--- src/scdd_pkg.sv ---
// ============================================================================
// scdd_pkg
// Shared sizes, codes and types for the scoped case-value dedup unit.
// ============================================================================
package scdd_pkg;

    localparam int MAX_LEVELS  = 16;
    localparam int MAX_ENTRIES = 1024;

    localparam int VAL_W     = 64;
    localparam int CNT_W     = 16;
    localparam int MODE_W    = 2;
    localparam int STATUS_W  = 3;
    localparam int LVL_W     = (MAX_LEVELS > 1) ? $clog2(MAX_LEVELS) : 1;
    localparam int LVL_CNT_W = $clog2(MAX_LEVELS + 1);
    localparam int ENT_W     = $clog2(MAX_ENTRIES);
    localparam int TOP_W     = $clog2(MAX_ENTRIES + 1);

    localparam logic [MODE_W-1:0] MODE_CASE    = 2'd0;
    localparam logic [MODE_W-1:0] MODE_DEFAULT = 2'd1;
    localparam logic [MODE_W-1:0] MODE_OPEN    = 2'd2;
    localparam logic [MODE_W-1:0] MODE_CLOSE   = 2'd3;

    localparam logic [STATUS_W-1:0] ST_OK       = 3'd0;
    localparam logic [STATUS_W-1:0] ST_DUP      = 3'd1;
    localparam logic [STATUS_W-1:0] ST_DEFAULT2 = 3'd2;
    localparam logic [STATUS_W-1:0] ST_TOO_DEEP = 3'd3;
    localparam logic [STATUS_W-1:0] ST_NO_SCOPE = 3'd4;
    localparam logic [STATUS_W-1:0] ST_FULL     = 3'd5;

    localparam logic [CNT_W-1:0] CNT_MAX = {CNT_W{1'b1}};

    // One row of the scope table.
    typedef struct packed {
        logic [TOP_W-1:0] base;
        logic             wide;
        logic [CNT_W-1:0] counter;
    } t_scope;

endpackage

--- src/scdd_scope_ram.sv ---
// ============================================================================
// scdd_scope_ram
// Scope table: base, width flag and case counter per nesting level.
// ============================================================================
module scdd_scope_ram (
    input  logic                       i_clk,
    input  logic                       i_we,
    input  logic [scdd_pkg::LVL_W-1:0] i_waddr,
    input  scdd_pkg::t_scope           i_wdata,
    input  logic [scdd_pkg::LVL_W-1:0] i_raddr,
    output scdd_pkg::t_scope           o_rdata
);

    scdd_pkg::t_scope r_mem [scdd_pkg::MAX_LEVELS];

    always_ff @(posedge i_clk) begin
        if (i_we) begin
            r_mem[i_waddr] <= i_wdata;
        end
    end

    always_ff @(posedge i_clk) begin
        o_rdata <= r_mem[i_raddr];
    end

endmodule
--- config.mk ---
export PLATFORM = sky130hd
export DESIGN_NAME = scdd_scope_ram
export DESIGN_NICKNAME = d
export VERILOG_FILES = /design/src/scdd_pkg.sv /design/src/scdd_scope_ram.sv
export SDC_FILE = /design/constraint.sdc
export NUM_CORES = 1
export LEC_CHECK = 0
export BUFFER_PORTS_ARGS = -buffer_cell sky130_fd_sc_hd__buf_2
export CORE_MARGIN = 4
export CORE_UTILIZATION = 35
export CTS_CLUSTER_SIZE = 10
export DETAILED_ROUTE_END_ITERATION = 6
export GPL_TIMING_DRIVEN = 0
export SLEW_MARGIN = 20
export SYNTH_ARGS = -nofsm -noshare
export SYNTH_HDL_FRONTEND = slang
export SYNTH_SLANG_ARGS = --single-unit
--- constraint.sdc ---
create_clock -name i_clk -period 5.5 [get_ports i_clk]
set_input_delay 0.275 -clock i_clk [delete_from_list [all_inputs] [get_ports i_clk]]
set_output_delay 0.275 -clock i_clk [all_outputs]
set_load 0.01 [all_outputs]
* Yosys cells after proc, flatten, opt, wreduce, memory -nomap -nowiden
Memories as Yosys holds them, arrays and structs flattened. A register that Yosys moved wholly into a read port is not among the register bits.
Index checks and enable logic that the tools add are counted.
** Operators by class
- Muxes and demuxes :: 2
** Operators with widths (count)
- $mux 1 :: 2
** Word-level totals
- Register bits :: 0
- RAM bits :: 448
- Bits of input ports :: 38
- Output and inout port bits :: 28
- Word-level logic and storage cells :: 3
- Memories kept :: 1
** Memory list
- r_mem :: words 16, bits a word 28, read ports 1, clocked after Yosys merged registers in 1, write ports 1, line scdd_scope_ram.sv:14 : scdd_pkg::t_scope r_mem [scdd_pkg::MAX_LEVELS];

* Longest topological paths before layout
- Word-level depth :: 2
- Depth in mapped cells :: 6

* Worst setup path after synthesis
Ideal clock, no wire load.
- Path kind :: input to register
- Start point :: input port i_waddr[2] in the netlist's numbering
- End point :: memory r_mem[0][0] in the netlist's numbering, enable pin
- Setup time :: 0.448 ns
- Arrival :: 2.725 ns
- Data required time :: 5.052 ns
- Setup slack :: 2.326 ns
- Stages on the path :: 2
- Buffers on the path :: 0
- Cell sequence :: or3b_2 -> nor3_1
** RTL lines
- start: declaration :: line scdd_scope_ram.sv:8 : input logic [scdd_pkg::LVL_W-1:0] i_waddr,
- end: declaration :: line scdd_scope_ram.sv:14
Straight into the memory's write port.

* Final worst setup path
- Start point :: input port i_waddr[2] in the netlist's numbering
- End point :: memory r_mem[0][1] in the netlist's numbering, enable pin
Straight into the memory's write port.

==> impl_metrics.py <==
metrics = {
    "synth": {
        "ys_seq_area_share_pct": 79.9,
        "synth_top_cell_area_share_pct": 76.7,
        "yosysMostFrequentCell": "edfxtp_1",
        "syn_area_per_cell_um2": 23.9,
        "synthCells": 735,
        "synth_area_leaders": "edfxtp_1 77%, mux4_2 12%, dfxtp_1 3.2%",
        "yosys_warnings": 0,
        "synth.distinct_cells": 20,
        "synth_common_cells": "448 x edfxtp_1, 94 x mux4_2, 56 x a22oi_1",
        "synth_edf_count": 448,
        "netlist_area_mm2": 0.0175,
        "async_flop_share_pct": 0,
        "ys_seq_elements": 476,
        "synth_fp_nets": 773,
        "synth_top_area_cell": "edfxtp_1",
        "synthFlopType": "edfxtp_1",
    },
    "setup_path": {
        "worstSetupPathType": "primary input to register",
        "critPathLaunchType": "primary input",
        "cp-end-kind": "register",
        "r2r_start": "r_mem[5][17]",
        "rrSetupSlack_ns": 4.03,
        "crit_required_ns": 5.76,
        "r2r_cells": 3,
        "cp_max_fo": 8,
        "r2r-end": "o_rdata[17]",
        "arrival_ns": 2.18,
    },
    "sta": {
        "tightestPinTransition_ns": 1.02,
        "skew_ns": 0.0142,
        "relSlewSlack_pct": 31.8,
        "period_needed_ns": 1.93,
        "final.setup.tns_ns": 0,
        "final-hold-violation-count": 0,
        "fmax_mhz": 519,
        "report.final.slew_viol_count": 0,
        "setup_viol": 0,
        "fin_crit_sh_pct": 35.0,
        "rsz0062_at_grt": "no",
    },
    "routing": {
        "drt_iter0_markers": 707,
        "drc": 0,
        "routed_wl_mm": 37.8,
        "wl_per_cell_um": 23.8,
        "firstDrtPassIters": 5,
        "ant_nets": 0,
        "num_vias": 8088,
        "viasPerCell": 5.10,
    },
    "finish": {
        "antenna_cells": 0,
        "syn_to_final_growth_pct": 18.2,
        "final_util_pct": 42.1,
        "nFillCells": 4347,
        "drive_gt1_share_pct": 29.5,
        "fin_nets": 920,
    },
    "clocking": {
        "post_cts_resized": 0,
        "cts_buffers": 53,
        "clockBufferDepth": 3,
        "clock_latency_ns": 0.56,
        "cts_tree": "yes",
        "clock_sinks": 476,
        "root_buffer": "clkbuf_16",
        "clkSlewWorstSetupHoldPaths_ns": 0.05,
        "htreeDepth": 2,
        "cts_setup_buffers": 0,
        "hold_buffers": 0,
    },
    "place": {
        "io_buffers": 63,
        "hpwlAfterDp_mm": 23.8,
        "gp_congestion": 0.692,
    },
    "hold_path": {
        "hp-start": "i_wdata[0]",
        "worstHoldPathCells": 1,
        "hold_end": "r_mem[11][0]",
        "hold_class": "primary input to register",
    },
    "floorplanning": {
        "die_height_um": 232,
        "core_mm2": 0.0493,
        "row_count": 81,
        "pin_count": 66,
        "dieArea_mm2": 0.0537,
        "die_w_um": 232,
        "start_util_pct": 35.6,
    },
    "power_and_ir_drop": {
        "ir_drop_uv": 223,
        "p_leak_nw": 6.64,
        "p_per_area_mw_per_mm2": 364,
    },
    "status": {
        "status": "finished clean",
    },
    "job": {
        "cap_violations": 0,
    },
    "global_route": {
        "first_global_vias": 8551,
        "grt_antenna_before_repair": 0,
        "grt-ovfl-total": 0,
        "grt_pass1_wl_mm": 56.3,
        "grt_usage_pct": 14.2,
        "grt_max_degree": 21,
    },
}
-- logic make-up (layout without fill, tap and decap cells) --
group           Yosys count  in the layout  share of synthesized area [%]
flops                   476            476                           79.9
mux                     112            112                           14.8
compound gates           56             56                           2.40
simple gates             55             55                           1.36
buf+inv                  36            222                           1.56
-- where the power goes --
part	total [mW]	switching, mW	internal [mW]	leakage [nW]
Combinational	0.389	0.228	0.161	1.66
Sequential	4.08	0.0191	4.06	4.28
Clock	3.07	1.28	1.79	0.702
Total	7.54	1.53	6.01	6.64
-- per-stage QoR --
stage	cell area (um2)	instances	worst slack, ns	power [mW]	hold slack (ns)
floorplan	17500	735	2.33	4.36	0.374
global placement	18700	1462	0.00836	4.53	0.648
finish	20700	1585	3.57	7.54	0.0899
CTS	20700	1585	3.59	7.64	0.0562
global route	20700	1585	3.50	7.81	0.0775
detailed placement	19200	1491	3.01	4.55	0.660
-- worst max path at each step --
| stage | to | cells past startpoint | slack, ns | startpoint |
|---|---|---|---|---|
| final | r_mem[0][1] | 6 | 3.57 | i_waddr[2] |
| after global routing | r_mem[0][1] | 6 | 3.50 | i_waddr[2] |
| after CTS | r_mem[0][1] | 6 | 3.59 | i_waddr[2] |
| after detailed placement | r_mem[0][1] | 6 | 3.01 | i_waddr[2] |
| after global placement | r_mem[12][11] | 3 | 0.008 | i_we |
| after floorplan | r_mem[0][0] | 2 | 2.33 | i_waddr[2] |
-- layer usage --
metal	share of wire (%)	GRT usage (%)	vias up	wire (um)
met5	0	0	-	0
met4	1.7	3.42	0	650
met3	6.0	2.61	53	2260
met2	49	23.3	260	18600
met1	43	19.7	4321	16300
li1	-	-	3454	-
-- critical path, cell delays in order --
cell	delay [ns]
buf_2	0.12
or3b_2	0.59
nor3_2	0.47
buf_4	0.30
buf_4	0.21
buf_4	0.20
-- cell type report --
class	count	area (um2)	area share, %
clock buffers	94	1480	7.14
multi-input cells	223	3360	16.2
plain buffers	36	273	1.32
flip-flops and latches	476	14000	67.6
well taps	664	831	4.01
repair buffers	92	763	3.68
-- placed cells by master (no fill, tap or decap), drive strengths merged --
master / n
nor2b: 2
nand2b: 2
mux4: 112
edfxtp: 448
nor2: 13
nor3: 4
and2: 1
nand2: 29
a22oi: 56
dfxtp: 28
clkbuf: 115
nand3b: 2
or3b: 1
nand3: 1
buf: 107
-- sequential cells by signal, indices dropped and copies added (netlist names) --
signal / flops
o_rdata: 28
r_mem: 448
Power figures use the tool's default switching activity.
